**config.mk**
```make
export PLATFORM = sky130hd
export DESIGN_NAME = touch_sample_trimmed_mean_filter
export DESIGN_NICKNAME = d
export VERILOG_FILES = /design/src/hdl/tsf_pkg.sv /design/src/hdl/touch_sample_trimmed_mean_filter.sv
export SDC_FILE = /design/constraint.sdc
export NUM_CORES = 1
export LEC_CHECK = 0
export ABC_CLOCK_PERIOD_IN_PS = 9600
export BUFFER_PORTS_ARGS = -buffer_cell sky130_fd_sc_hd__buf_2
export CORE_AREA = 2 2 298 300
export CTS_BUF_LIST = sky130_fd_sc_hd__clkbuf_2 sky130_fd_sc_hd__clkbuf_4 sky130_fd_sc_hd__clkbuf_8
export CTS_CLUSTER_DIAMETER = 200
export CTS_CLUSTER_SIZE = 24
export DETAILED_ROUTE_END_ITERATION = 7
export DIE_AREA = 0 0 300 302
export PLACE_DENSITY_LB_ADDON = 0.12
export SETUP_SLACK_MARGIN = 0.5
export SYNTH_ARGS = -nofsm -noshare
export SYNTH_HDL_FRONTEND = slang
export SYNTH_SLANG_ARGS = --single-unit
```
**constraint.sdc**
```tcl
create_clock -name clk -period 9.6 [get_ports clk]
set_input_delay 0.48 -clock clk [delete_from_list [all_inputs] [get_ports clk]]
set_output_delay 0.48 -clock clk [all_outputs]
set_load 0.05 [all_outputs]
```
**src/hdl/tsf_pkg.sv**
```systemverilog
// shared constants and types for the touch sample trimmed mean filter
`timescale 1ns / 1ps
`default_nettype none

package tsf_pkg;

    // samples averaged per window
    localparam int WINDOW_SIZE = 3;
    localparam int IDX_W       = $clog2(WINDOW_SIZE);
    localparam logic [IDX_W-1:0] LAST_IDX = IDX_W'(WINDOW_SIZE - 1);

    localparam int COORD_W = 12;
    localparam int PRESS_W = 16;
    localparam int JIT_W   = 8;
    localparam int SUM_W   = COORD_W + $clog2(WINDOW_SIZE);

    // restoring divider: 24 bit dividend, 12 bit divisor
    localparam int DIV_W     = 2 * COORD_W;
    localparam int DIV_CNT_W = $clog2(DIV_W);
    localparam logic [DIV_CNT_W-1:0] DIV_LAST = DIV_CNT_W'(DIV_W - 1);

    // divisors of the trimmed mean
    localparam logic [COORD_W-1:0] DEN_ONE_DROPPED = COORD_W'(WINDOW_SIZE - 1);
    localparam logic [COORD_W-1:0] DEN_TWO_DROPPED = COORD_W'(WINDOW_SIZE - 2);

    // configuration register indexes
    typedef enum logic [2:0] {
        REG_RAW_MIN_X  = 3'd0,
        REG_RAW_MAX_X  = 3'd1,
        REG_RAW_MIN_Y  = 3'd2,
        REG_RAW_MAX_Y  = 3'd3,
        REG_SCREEN_W   = 3'd4,
        REG_SCREEN_H   = 3'd5,
        REG_JITTER     = 3'd6
    } cfg_reg_t;

    localparam logic [COORD_W-1:0] RST_RAW_MIN_X = 12'd116;
    localparam logic [COORD_W-1:0] RST_RAW_MAX_X = 12'd3974;
    localparam logic [COORD_W-1:0] RST_RAW_MIN_Y = 12'd240;
    localparam logic [COORD_W-1:0] RST_RAW_MAX_Y = 12'd3980;
    localparam logic [COORD_W-1:0] RST_SCREEN_W  = 12'd800;
    localparam logic [COORD_W-1:0] RST_SCREEN_H  = 12'd480;
    localparam logic [JIT_W-1:0]   RST_JITTER    = 8'd10;

    typedef enum logic [3:0] {
        ST_IDLE,
        ST_MUL,
        ST_DIV,
        ST_SCALE_WR,
        ST_SEARCH,
        ST_SUM,
        ST_AVG_LOAD,
        ST_AVG_WR,
        ST_JITTER,
        ST_FINISH
    } state_t;

endpackage

`default_nettype wire

```
**src/hdl/touch_sample_trimmed_mean_filter.sv**
```systemverilog
// touch sample scaler and trimmed mean filter, top level
// paths: a release beat goes straight to the result register; a pressed beat is scaled on both
//   axes (two 24-step divides); a window-closing beat adds search, sum and two divides for the mean
// one beat at a time: the next beat is taken only after the result of the last is registered;
//   the shared 24-step restoring divider serves both the scaling and the mean
// reset: async active low, config registers return to their defaults, window empty,
//   held position zero, pen released, no result pending
`timescale 1ns / 1ps
`default_nettype none

module touch_sample_trimmed_mean_filter (
    input  wire logic                        clk,
    input  wire logic                        rst_n,
    // configuration write port
    input  wire logic                        cfg_we,
    input  wire logic [2:0]                  cfg_index,
    input  wire logic [tsf_pkg::COORD_W-1:0] cfg_data,
    // sample input channel
    input  wire logic                        in_valid,
    output logic                             in_ready,
    input  wire logic [tsf_pkg::COORD_W-1:0] sample_x,
    input  wire logic [tsf_pkg::COORD_W-1:0] sample_y,
    input  wire logic [tsf_pkg::PRESS_W-1:0] sample_pressure,
    // result channel
    output logic                             out_valid,
    input  wire logic                        out_ready,
    output logic [tsf_pkg::COORD_W-1:0]      pos_x,
    output logic [tsf_pkg::COORD_W-1:0]      pos_y,
    output logic                             pen_down,
    output logic                             window_done
);

    localparam int CW = tsf_pkg::COORD_W;
    localparam int IW = tsf_pkg::IDX_W;
    localparam int SW = tsf_pkg::SUM_W;
    localparam int DW = tsf_pkg::DIV_W;

    // configuration registers
    logic [CW-1:0]             raw_min_x_reg, raw_max_x_reg;
    logic [CW-1:0]             raw_min_y_reg, raw_max_y_reg;
    logic [CW-1:0]             screen_w_reg, screen_h_reg;
    logic [tsf_pkg::JIT_W-1:0] jitter_reg;

    // sequencer and datapath
    tsf_pkg::state_t state_reg, state_next;
    logic [CW-1:0]   sx_reg, sx_next, sy_reg, sy_next;
    logic            axis_reg, axis_next;          // 0 works on x, 1 on y
    logic            avg_reg, avg_next;            // divider serves the mean, not scaling
    logic            zero_reg, zero_next;          // scaled value forced to zero
    logic [IW-1:0]   count_reg, count_next;
    logic [IW-1:0]   idx_reg, idx_next;
    logic [IW-1:0]   max_i_reg, max_i_next, min_i_reg, min_i_next;
    logic [CW-1:0]   max_v_reg, max_v_next, min_v_reg, min_v_next;
    logic [SW-1:0]   sum_x_reg, sum_x_next, sum_y_reg, sum_y_next;
    logic [CW-1:0]   avg_x_reg, avg_x_next, avg_y_reg, avg_y_next;
    logic [CW-1:0]   held_x_reg, held_x_next, held_y_reg, held_y_next;
    logic            pressed_reg, pressed_next;
    logic            done_reg, done_next;

    // shared restoring divider
    logic [DW-1:0]                   quo_reg, quo_next;
    logic [CW-1:0]                   rem_reg, rem_next;
    logic [CW-1:0]                   den_reg, den_next;
    logic [tsf_pkg::DIV_CNT_W-1:0]   dcnt_reg, dcnt_next;
    logic [CW:0]                     trial;

    // result register
    logic          out_valid_reg, out_valid_next;
    logic [CW-1:0] pos_x_reg, pos_x_next, pos_y_reg, pos_y_next;
    logic          pen_reg, pen_next, wdone_reg, wdone_next;

    // window store, one entry per sample
    logic [CW-1:0] store_x [tsf_pkg::WINDOW_SIZE];
    logic [CW-1:0] store_y [tsf_pkg::WINDOW_SIZE];
    logic          store_we;
    logic [CW-1:0] store_wdata;
    logic [CW-1:0] rd_x, rd_y;

    // per-axis operand selection
    logic [CW-1:0]   raw_sel, lo_sel, hi_sel, size_sel, size_m1;
    logic [CW-1:0]   diff_raw;
    logic [DW-1:0]   product;
    logic [CW-1:0]   diff_hx, diff_hy;

    assign in_ready    = (state_reg == tsf_pkg::ST_IDLE);
    assign out_valid   = out_valid_reg;
    assign pos_x       = pos_x_reg;
    assign pos_y       = pos_y_reg;
    assign pen_down    = pen_reg;
    assign window_done = wdone_reg;

    assign rd_x = store_x[idx_reg];
    assign rd_y = store_y[idx_reg];

    assign raw_sel  = axis_reg ? sy_reg        : sx_reg;
    assign lo_sel   = axis_reg ? raw_min_y_reg : raw_min_x_reg;
    assign hi_sel   = axis_reg ? raw_max_y_reg : raw_max_x_reg;
    assign size_sel = axis_reg ? screen_h_reg  : screen_w_reg;
    assign size_m1  = size_sel - CW'(1);
    assign diff_raw = raw_sel - lo_sel;
    // single 12x12 multiplier, result registered into the divider
    assign product  = {{CW{1'b0}}, diff_raw} * {{CW{1'b0}}, size_sel};

    // one restoring step: bring down next dividend bit, subtract if it fits
    assign trial = {rem_reg, quo_reg[DW-1]};

    assign diff_hx = (held_x_reg > avg_x_reg) ? held_x_reg - avg_x_reg
                                              : avg_x_reg - held_x_reg;
    assign diff_hy = (held_y_reg > avg_y_reg) ? held_y_reg - avg_y_reg
                                              : avg_y_reg - held_y_reg;

    // configuration writes
    always_ff @(posedge clk or negedge rst_n)
    begin
        if (!rst_n)
        begin
            raw_min_x_reg <= tsf_pkg::RST_RAW_MIN_X;
            raw_max_x_reg <= tsf_pkg::RST_RAW_MAX_X;
            raw_min_y_reg <= tsf_pkg::RST_RAW_MIN_Y;
            raw_max_y_reg <= tsf_pkg::RST_RAW_MAX_Y;
            screen_w_reg  <= tsf_pkg::RST_SCREEN_W;
            screen_h_reg  <= tsf_pkg::RST_SCREEN_H;
            jitter_reg    <= tsf_pkg::RST_JITTER;
        end
        else if (cfg_we)
        begin
            unique case (cfg_index)
                tsf_pkg::REG_RAW_MIN_X: raw_min_x_reg <= cfg_data;
                tsf_pkg::REG_RAW_MAX_X: raw_max_x_reg <= cfg_data;
                tsf_pkg::REG_RAW_MIN_Y: raw_min_y_reg <= cfg_data;
                tsf_pkg::REG_RAW_MAX_Y: raw_max_y_reg <= cfg_data;
                tsf_pkg::REG_SCREEN_W:  screen_w_reg  <= cfg_data;
                tsf_pkg::REG_SCREEN_H:  screen_h_reg  <= cfg_data;
                tsf_pkg::REG_JITTER:    jitter_reg    <= cfg_data[tsf_pkg::JIT_W-1:0];
                default:                ;  // unmapped index, write dropped
            endcase
        end
    end

    // window store writes, no reset: only entries of the current window are read
    always_ff @(posedge clk)
    begin
        if (store_we)
        begin
            if (axis_reg)
                store_y[count_reg] <= store_wdata;
            else
                store_x[count_reg] <= store_wdata;
        end
    end

    // control state
    always_ff @(posedge clk or negedge rst_n)
    begin
        if (!rst_n)
        begin
            state_reg     <= tsf_pkg::ST_IDLE;
            count_reg     <= '0;
            held_x_reg    <= '0;
            held_y_reg    <= '0;
            pressed_reg   <= 1'b0;
            out_valid_reg <= 1'b0;
        end
        else
        begin
            state_reg     <= state_next;
            count_reg     <= count_next;
            held_x_reg    <= held_x_next;
            held_y_reg    <= held_y_next;
            pressed_reg   <= pressed_next;
            out_valid_reg <= out_valid_next;
        end
    end

    // datapath registers
    always_ff @(posedge clk)
    begin
        sx_reg    <= sx_next;
        sy_reg    <= sy_next;
        axis_reg  <= axis_next;
        avg_reg   <= avg_next;
        zero_reg  <= zero_next;
        idx_reg   <= idx_next;
        max_i_reg <= max_i_next;
        min_i_reg <= min_i_next;
        max_v_reg <= max_v_next;
        min_v_reg <= min_v_next;
        sum_x_reg <= sum_x_next;
        sum_y_reg <= sum_y_next;
        avg_x_reg <= avg_x_next;
        avg_y_reg <= avg_y_next;
        done_reg  <= done_next;
        quo_reg   <= quo_next;
        rem_reg   <= rem_next;
        den_reg   <= den_next;
        dcnt_reg  <= dcnt_next;
        pos_x_reg <= pos_x_next;
        pos_y_reg <= pos_y_next;
        pen_reg   <= pen_next;
        wdone_reg <= wdone_next;
    end

    // sequencer
    always_comb
    begin
        state_next     = state_reg;
        sx_next        = sx_reg;
        sy_next        = sy_reg;
        axis_next      = axis_reg;
        avg_next       = avg_reg;
        zero_next      = zero_reg;
        count_next     = count_reg;
        idx_next       = idx_reg;
        max_i_next     = max_i_reg;
        min_i_next     = min_i_reg;
        max_v_next     = max_v_reg;
        min_v_next     = min_v_reg;
        sum_x_next     = sum_x_reg;
        sum_y_next     = sum_y_reg;
        avg_x_next     = avg_x_reg;
        avg_y_next     = avg_y_reg;
        held_x_next    = held_x_reg;
        held_y_next    = held_y_reg;
        pressed_next   = pressed_reg;
        done_next      = done_reg;
        quo_next       = quo_reg;
        rem_next       = rem_reg;
        den_next       = den_reg;
        dcnt_next      = dcnt_reg;
        pos_x_next     = pos_x_reg;
        pos_y_next     = pos_y_reg;
        pen_next       = pen_reg;
        wdone_next     = wdone_reg;
        store_we       = 1'b0;
        store_wdata    = '0;

        // result beat leaves when taken
        out_valid_next = out_valid_reg && !out_ready;

        unique case (state_reg)
            tsf_pkg::ST_IDLE:
            begin
                if (in_valid)
                begin
                    sx_next   = sample_x;
                    sy_next   = sample_y;
                    axis_next = 1'b0;
                    avg_next  = 1'b0;
                    done_next = 1'b0;
                    if (sample_pressure == '0)
                    begin
                        // pen released: empty the window, keep the held position
                        count_next   = '0;
                        pressed_next = 1'b0;
                        state_next   = tsf_pkg::ST_FINISH;
                    end
                    else
                    begin
                        state_next = tsf_pkg::ST_MUL;
                    end
                end
            end

            tsf_pkg::ST_MUL:
            begin
                zero_next  = (raw_sel <= lo_sel) || (hi_sel <= lo_sel) || (size_sel == '0);
                quo_next   = product;
                rem_next   = '0;
                den_next   = hi_sel - lo_sel;
                dcnt_next  = '0;
                state_next = tsf_pkg::ST_DIV;
            end

            tsf_pkg::ST_DIV:
            begin
                if (trial >= {1'b0, den_reg})
                begin
                    rem_next = CW'(trial - {1'b0, den_reg});
                    quo_next = {quo_reg[DW-2:0], 1'b1};
                end
                else
                begin
                    rem_next = trial[CW-1:0];
                    quo_next = {quo_reg[DW-2:0], 1'b0};
                end
                dcnt_next = dcnt_reg + 1'b1;
                if (dcnt_reg == tsf_pkg::DIV_LAST)
                    state_next = avg_reg ? tsf_pkg::ST_AVG_WR : tsf_pkg::ST_SCALE_WR;
            end

            tsf_pkg::ST_SCALE_WR:
            begin
                store_we = 1'b1;
                if (zero_reg)
                    store_wdata = '0;
                else if (quo_reg > {{CW{1'b0}}, size_m1})
                    store_wdata = size_m1;
                else
                    store_wdata = quo_reg[CW-1:0];

                if (!axis_reg)
                begin
                    axis_next  = 1'b1;
                    state_next = tsf_pkg::ST_MUL;
                end
                else if (count_reg == tsf_pkg::LAST_IDX)
                begin
                    // window full: filter it
                    count_next   = '0;
                    pressed_next = 1'b1;
                    idx_next     = '0;
                    state_next   = tsf_pkg::ST_SEARCH;
                end
                else
                begin
                    count_next = count_reg + 1'b1;
                    state_next = tsf_pkg::ST_FINISH;
                end
            end

            tsf_pkg::ST_SEARCH:
            begin
                // first largest and first smallest x win on ties
                if (idx_reg == '0)
                begin
                    max_v_next = rd_x;
                    min_v_next = rd_x;
                    max_i_next = '0;
                    min_i_next = '0;
                end
                else
                begin
                    if (rd_x > max_v_reg)
                    begin
                        max_v_next = rd_x;
                        max_i_next = idx_reg;
                    end
                    if (rd_x < min_v_reg)
                    begin
                        min_v_next = rd_x;
                        min_i_next = idx_reg;
                    end
                end
                if (idx_reg == tsf_pkg::LAST_IDX)
                begin
                    idx_next   = '0;
                    sum_x_next = '0;
                    sum_y_next = '0;
                    state_next = tsf_pkg::ST_SUM;
                end
                else
                begin
                    idx_next = idx_reg + 1'b1;
                end
            end

            tsf_pkg::ST_SUM:
            begin
                if (idx_reg != max_i_reg && idx_reg != min_i_reg)
                begin
                    sum_x_next = sum_x_reg + SW'(rd_x);
                    sum_y_next = sum_y_reg + SW'(rd_y);
                end
                if (idx_reg == tsf_pkg::LAST_IDX)
                begin
                    axis_next  = 1'b0;
                    avg_next   = 1'b1;
                    state_next = tsf_pkg::ST_AVG_LOAD;
                end
                else
                begin
                    idx_next = idx_reg + 1'b1;
                end
            end

            tsf_pkg::ST_AVG_LOAD:
            begin
                quo_next   = axis_reg ? DW'(sum_y_reg) : DW'(sum_x_reg);
                rem_next   = '0;
                den_next   = (max_i_reg == min_i_reg) ? tsf_pkg::DEN_ONE_DROPPED
                                                      : tsf_pkg::DEN_TWO_DROPPED;
                dcnt_next  = '0;
                state_next = tsf_pkg::ST_DIV;
            end

            tsf_pkg::ST_AVG_WR:
            begin
                if (!axis_reg)
                begin
                    avg_x_next = quo_reg[CW-1:0];
                    axis_next  = 1'b1;
                    state_next = tsf_pkg::ST_AVG_LOAD;
                end
                else
                begin
                    avg_y_next = quo_reg[CW-1:0];
                    state_next = tsf_pkg::ST_JITTER;
                end
            end

            tsf_pkg::ST_JITTER:
            begin
                // move only if either axis changed by more than the threshold
                if (diff_hx > CW'(jitter_reg) || diff_hy > CW'(jitter_reg))
                begin
                    held_x_next = avg_x_reg;
                    held_y_next = avg_y_reg;
                end
                done_next  = 1'b1;
                state_next = tsf_pkg::ST_FINISH;
            end

            tsf_pkg::ST_FINISH:
            begin
                // load result register once the previous beat has left
                if (!out_valid_reg || out_ready)
                begin
                    out_valid_next = 1'b1;
                    pos_x_next     = held_x_reg;
                    pos_y_next     = held_y_reg;
                    pen_next       = pressed_reg;
                    wdone_next     = done_reg;
                    state_next     = tsf_pkg::ST_IDLE;
                end
            end

            default:
            begin
                state_next = tsf_pkg::ST_IDLE;
            end
        endcase
    end

`ifndef NO_ASSERTIONS
    // a finished window always reports the pen as down
    a_done_implies_pen: assert property (@(posedge clk) disable iff (!rst_n)
        out_valid && window_done |-> pen_down)
        else $error("window_done without pen_down");

    // a released sample goes straight to the result stage with the pen up
    a_release_path: assert property (@(posedge clk) disable iff (!rst_n)
        in_valid && in_ready && sample_pressure == '0
        |=> state_reg == tsf_pkg::ST_FINISH && !pressed_reg && count_reg == '0)
        else $error("release did not empty the window");

    // the window fill never reaches the window size
    a_count_range: assert property (@(posedge clk) disable iff (!rst_n)
        count_reg <= tsf_pkg::LAST_IDX)
        else $error("sample count out of range");

    // the divider is only left after its last step
    a_div_exit: assert property (@(posedge clk) disable iff (!rst_n)
        state_reg == tsf_pkg::ST_DIV && state_next != tsf_pkg::ST_DIV
        |-> dcnt_reg == tsf_pkg::DIV_LAST)
        else $error("divider left early");

    // the result register is never overwritten while a beat is pending
    a_no_overwrite: assert property (@(posedge clk) disable iff (!rst_n)
        out_valid && !out_ready |=> $stable(pos_x) && $stable(pos_y) && out_valid)
        else $error("pending result overwritten");
`endif

endmodule

`default_nettype wire

```
==> flow_summary.yaml, run 1 <==
synthesis:
  yosys_register_bits: 375
  synthAdderAreaFrac_pct: 19.18
  ys_top_cells_by_count: "inv_1 (277), edfxtp_1 (261), ha_1 (224), nand2_1 (182), nor2_1 (164)"
  yosys.area_share.simple_pct: 11.72
  synth_top_family_by_area: "adder cells"
  yosysSeqAreaShare_pct: 41.25
  synth_top_area_share_pct: 30.16
  synth_fp_nets: 2820
  yosys.cell_count.top_type: "inv_1"
  synth_compound_area_share_pct: 10.03
  synth_cell_types: 83
  synth_flop_cell: "edfxtp_1"
  synth_top_area_cell: "edfxtp_1"
  synth_xor_area_share_pct: 2.696
  ys.warnings.count: 0
  async_reset_ff_share_pct: 29.87
  netlist_area_um2: 25980
  syn-instance-count: 2427
  muxShareOfSynthArea_pct: 9.664
  synth_area_leaders: "edfxtp_1 (30%), ha_1 (11%), fa_1 (8.4%), dfrtp_1 (7.8%), mux2_2 (5.2%)"
  syn_avg_cell_area_um2: 10.71
  synth-edff-count: 261
place:
  hpwlAfterDp_mm: 53.64
  place_congestion: 0.8270
  numPortBuffers: 87
  place_ws_ns: 0.7845
  placed_cells: 3636
grt:
  grt_usage_pct: 15.43
  grt_pass1_wl_mm: 109.6
  first_global_vias: 18803
  overflow: 0
  antenna_found_initial: 5
  grt_max_degree: 62
detailed_routing:
  first_iter_violations: 1061
  route.detailed.wl_per_inst_um: 18.81
  vias_per_cell: 4.873
  drc: 0
  drt-total-wl_mm: 69.33
  firstDrtPassIters: 5
  ant_nets: 0
  num_vias: 17963
critical_path:
  path_class: "reg -> reg"
  endpoint_kind: "flip-flop"
  critPathMaxFanout: 18
  required_ns: 10.12
  cp-start-kind: "flip-flop"
  worstPathArrival_ns: 9.00
  critical_path.max_stage_delay_ns: 0.57
  slowest_stage: "fa_1"
  path_common_cell: "fa_1"
final_layout:
  area_growth_pct: 9.438
  fin_nets: 2898
  final_cells: 3686
  drive_gt1_share_pct: 14.06
cts:
  path_clk_slew_ns: 0.16
  tritoncts: "yes"
  h-tree-depth: 1
  clockBufferDepth: 3
  cts_setup_buffers: 0
  cts_inserted_buffers: 19
  cts-root-buf: "clkbuf_8"
  clock_latency_ns: 0.64
  cts.sinks: 375
sta:
  fin_skew_ns: 0.04402
  maxSlewViolCount: 0
  period_share_pct: 88.38
  worst_pin_slew_ns: 1.210
  maxSlewHeadroom_pct: 18.97
  hold_viol: 0
  fin_setup_tns_ns: 0
  rsz0062_at_grt: "no"
  period_minus_slack_ns: 8.484
  setup_ws_ns: 1.116
  whs_ns: 0.04876
  max_freq_mhz: 117.9
  setup_viol: 0
floorplan:
  die_w_um: 300
  rows: 109
  start_util_pct: 29.68
  die_y_um: 302
  core_um2: 87560
  ios: 88
  dieArea_um2: 90600
outcome:
  status: "finished, final reports clean"
worst_hold_path:
  hp-class: "in -> reg"
run:
  cap_violations: 0
worst paths after layout:
| check | from | end | slack (ns) | cells past startpoint |
|---|---|---|---|---|
| max in group asynchronous | rst_n | held_x_reg[2] | 7.72 | 3 |
| min in group asynchronous | rst_n | raw_max_y_reg[6] | 0.46 | 2 |
| worst max-delay path | axis_reg | quo_reg[23] | 1.12 | 32 |
| worst max register to register | axis_reg | quo_reg[23] | 1.12 | 32 |
| worst min-delay path | sample_x[6] | sx_reg[6] | 0.05 | 1 |
| worst min register to register | done_reg | window_done | 0.46 | 0 |
timing repair:
action	in CTS	in global routing
endpoints found under the setup margin	0	4
hold buffers	13	0
resized for setup	0	8
endpoints found under the hold margin	39	0
placed cells by master (no fill, tap or decap), types with 29 or more instances in the layout:
cell	Yosys	layout
inv_1	277	277
nor3_1	64	57
xnor2_1	50	49
nand2_1	182	182
a21o_1	46	46
mux2i_1	114	113
fa_1	109	109
a21oi_1	109	105
nor2_1	164	163
edfxtp_1	261	261
o21ai_0	115	114
dfstp_2	31	31
nand3_1	53	53
dfrtp_1	81	81
xor2_1	30	29
mux2_2	119	119
buf_2	6	86
buf_4	6	37
ha_1	224	224
metal layers:
layer | vias to the layer above | GRT usage, % | share of wire [%]
li1 | 8665 | - | -
met1 | 8991 | 21.13 | 47
met2 | 252 | 26.82 | 48
met3 | 55 | 1.293 | 2.9
met4 | 0 | 2.881 | 1.6
met5 | - | 0 | 0
logic make-up after synthesis:
| family | Yosys count |
|---|---|
| buf+inv | 359 |
| simple gates | 632 |
| fa+ha+maj | 333 |
| xor+xnor | 80 |
| compound gates | 413 |
| mux | 235 |
| flops | 375 |
critical path, delay by kind of cell (launching register included):
kind / cells / cell delay [ns]
adders and majority gates: 8 / 3.49
AOI/OAI and AO/OA: 11 / 2.13
and+or+nand+nor: 7 / 1.59
buffers and inverters: 5 / 0.49
DFF: 1 / 0.45
muxes: 1 / 0.22
per-stage QoR:
| step | utilization [%] | area (um^2) |
|---|---|---|
| final | 32.48 | 28440 |
| after global routing | 32.47 | 28430 |
| after CTS | 32.42 | 28390 |
| after detailed placement | 31.85 | 27890 |
| after global placement | 31.85 | 27890 |
| after floorplan | - | 26000 |
layout make-up:
cell class / count / area, um^2
Sequential cell: 375 / 10720
Fill cell: 8950 / 59120
Clock buffer: 31 / 351.6
Inverter: 279 / 1047
Antenna cell: 4 / 10.01
Multi-Input combinational cell: 1693 / 13980
Clock inverter: 2 / 18.77
Tap cell: 1165 / 1458
Timing Repair Buffer: 137 / 849.6
Power of run 1 is not shown: default switching activity piles up to over one toggle a cycle in this logic, so the estimate is an artifact.
==> run 2, diff against run 1 <==
--- a/config.mk
+++ b/config.mk
@@ -5,14 +5,15 @@
 export SDC_FILE = /design/constraint.sdc
 export NUM_CORES = 1
 export LEC_CHECK = 0
+export ABC_AREA = 1
 export ABC_CLOCK_PERIOD_IN_PS = 9600
 export BUFFER_PORTS_ARGS = -buffer_cell sky130_fd_sc_hd__buf_2
-export CORE_AREA = 2 2 298 300
+export CORE_AREA = 2 2 299 301
 export CTS_BUF_LIST = sky130_fd_sc_hd__clkbuf_2 sky130_fd_sc_hd__clkbuf_4 sky130_fd_sc_hd__clkbuf_8
 export CTS_CLUSTER_DIAMETER = 200
 export CTS_CLUSTER_SIZE = 24
 export DETAILED_ROUTE_END_ITERATION = 7
-export DIE_AREA = 0 0 300 302
+export DIE_AREA = 0 0 301 303
 export PLACE_DENSITY_LB_ADDON = 0.12
 export SETUP_SLACK_MARGIN = 0.5
 export SYNTH_ARGS = -nofsm -noshare
==> run 2 against run 1 <==
Register-to-register slack gained 0.64 ns; via count grew 14%; worst hold slack gained 0.024 ns; clock skew grew 0.0076 ns; synthesized cell count grew 25%; setup slack gained 0.64 ns; critical path type unchanged; highest routed layer is now met5.
==> flow_summary.yaml, run 2 <==
outcome:
  status: "finished, final reports clean"
cts:
  clock_latency_ns: 0.66
  cts_setup_buffers: 0
  cts-root-buf: "clkbuf_8"
  cts.sinks: 375
  tritoncts: "yes"
  cts_resized: 0
  clockBufferDepth: 3
  cts_hold_buf: 24
  cts_inserted_buffers: 19
  path_clk_slew_ns: 0.16
  h-tree-depth: 1
grt:
  first_global_vias: 20823
  antenna_found_initial: 2
  grt_pass1_wl_mm: 120.8
  overflow: 0
  grt_usage_pct: 17.07
  grt_max_degree: 73
detailed_routing:
  drt-total-wl_mm: 77.42
  drc: 0
  route.detailed.wl_per_inst_um: 17.96
  met1_length_mm: 35.85
  highest_layer: "met5"
  wl_met2_mm: 36.31
  vias_per_cell: 4.766
  wl_met3_mm: 3.129
  ant_nets: 0
  firstDrtPassIters: 5
  first_iter_violations: 1437
  num_vias: 20548
synthesis:
  synth_area_leaders: "edfxtp_1 (30%), ha_1 (11%), nand2_1 (10%), fa_1 (8.3%), dfrtp_1 (7.7%)"
  async_reset_ff_share_pct: 29.87
  synth_fp_nets: 3434
  synth_cell_types: 55
  ys_top_cells_by_count: "nand2_1 (700), inv_1 (476), nor2_1 (267), edfxtp_1 (261), ha_1 (224)"
  netlist_area_um2: 26220
  syn-instance-count: 3041
  syn_avg_cell_area_um2: 8.621
  ys.warnings.count: 0
  yosys.cell_count.top_type: "nand2_1"
  synth_flop_cell: "edfxtp_1"
  yosysSeqAreaShare_pct: 40.89
  yosys_register_bits: 375
  synth-edff-count: 261
  synth_top_area_cell: "edfxtp_1"
  synth_top_area_share_pct: 29.90
final_layout:
  layout.cells.most_common: "nand2_1"
  area_growth_pct: 9.435
  multi_input_area_um2: 13430
  ff_latch_area_um2: 10720
  fill_cells: 9213
  fin_nets: 3525
  mostFrequentLayoutCells: "nand2_1 (700), inv_1 (476), nor2_1 (263)"
  drive_gt1_share_pct: 7.313
sta:
  setup_viol: 0
  hold_viol: 0
  rsz0062_at_grt: "no"
  max_freq_mhz: 127.4
  maxSlewHeadroom_pct: 19.26
  period_share_pct: 81.76
  worst_pin_slew_ns: 1.208
  period_minus_slack_ns: 7.849
  fin_setup_tns_ns: 0
  fin_skew_ns: 0.05163
  maxSlewViolCount: 0
floorplan:
  dieArea_um2: 91200
  ios: 88
  rows: 109
  die_w_um: 301
  core_um2: 87970
  start_util_pct: 29.80
  die_y_um: 303
critical_path:
  required_ns: 10.03
  rr_endpoint: "quo_reg[19]"
  endpoint_kind: "flip-flop"
  worstPathArrival_ns: 8.28
  r2r-start: "axis_reg"
  rrSetupSlack_ns: 1.75
  worst_r2r_path_depth: 31
  critPathMaxFanout: 32
  critical_path.max_stage_delay_ns: 0.57
  slowest_stage: "fa_1"
  path_common_cell: "nand2_1"
  cp-start-kind: "flip-flop"
  path_class: "reg -> reg"
worst_hold_path:
  holdPathStages: 1
  min_to: "sx_reg[4]"
  min-delay-start: "sample_x[4]"
  hp-class: "in -> reg"
run:
  cap_violations: 0
place:
  place_congestion: 0.8583
  numPortBuffers: 87
  hpwlAfterDp_mm: 59.80
[run 2: routing by layer]
layer	GRT usage (%)	up-vias
li1	-	10139
met1	23.02	9881
met2	28.99	421
met3	1.812	105
met4	4.821	2
met5	0	-
[run 2: layout make-up]
type                            count  area share [%]
Clock inverter                      2         0.05669
Antenna cell                        1        0.008722
Tap cell                         1165           5.081
Clock buffer                       32           1.273
Sequential cell                   375           37.36
Inverter                          486           6.367
Timing Repair Buffer              135           3.035
Multi-Input combinational cell   2115           46.82
[run 2: logic make-up (layout without fill, tap and decap cells)]
logic type / Yosys count / in the layout / share of synthesized area (%)
buf+inv: 551 / 655 / 8.013
other cells: 0 / 1 / 0
fa+ha+maj: 333 / 333 / 19.01
mux: 18 / 18 / 0.6872
flops: 375 / 375 / 40.89
simple gates: 1179 / 1179 / 18.43
compound gates: 534 / 534 / 11.27
xor+xnor: 51 / 51 / 1.704
[run 2: per-stage QoR]
stage	hold WS [ns]	std cells	setup slack [ns]	util, %	cell area [um^2]
floorplan	0.1844	3041	2.202	-	26220
global placement	0.4046	4252	1.682	31.91	28070
detailed placement	0.4045	4252	1.640	31.91	28070
CTS	0.009943	4310	1.655	32.61	28690
global route	0.02070	4311	0.9514	32.62	28690
finish	0.07279	4311	1.751	32.62	28690
[run 2: how the worst max path moves through the flow]
stage                        start           to  slack [ns]
after floorplan           axis_reg  quo_reg[19]        2.20
after global placement    axis_reg  quo_reg[19]        1.68
after detailed placement  axis_reg  quo_reg[19]        1.64
after CTS                 axis_reg  quo_reg[19]        1.66
after global routing      axis_reg  quo_reg[19]        0.95
final                     axis_reg  quo_reg[19]        1.75
[run 2: critical path, delay by kind of cell, from the launching register on]
| kind | cells | cell delay (ns) |
|---|---|---|
| fa+ha+maj | 7 | 3.32 |
| compound gates | 5 | 0.95 |
| xor+xnor | 1 | 0.50 |
| flops | 1 | 0.47 |
| buf+inv | 6 | 0.95 |
| simple gates | 12 | 1.42 |
Power of run 2 is left out for the same reason.
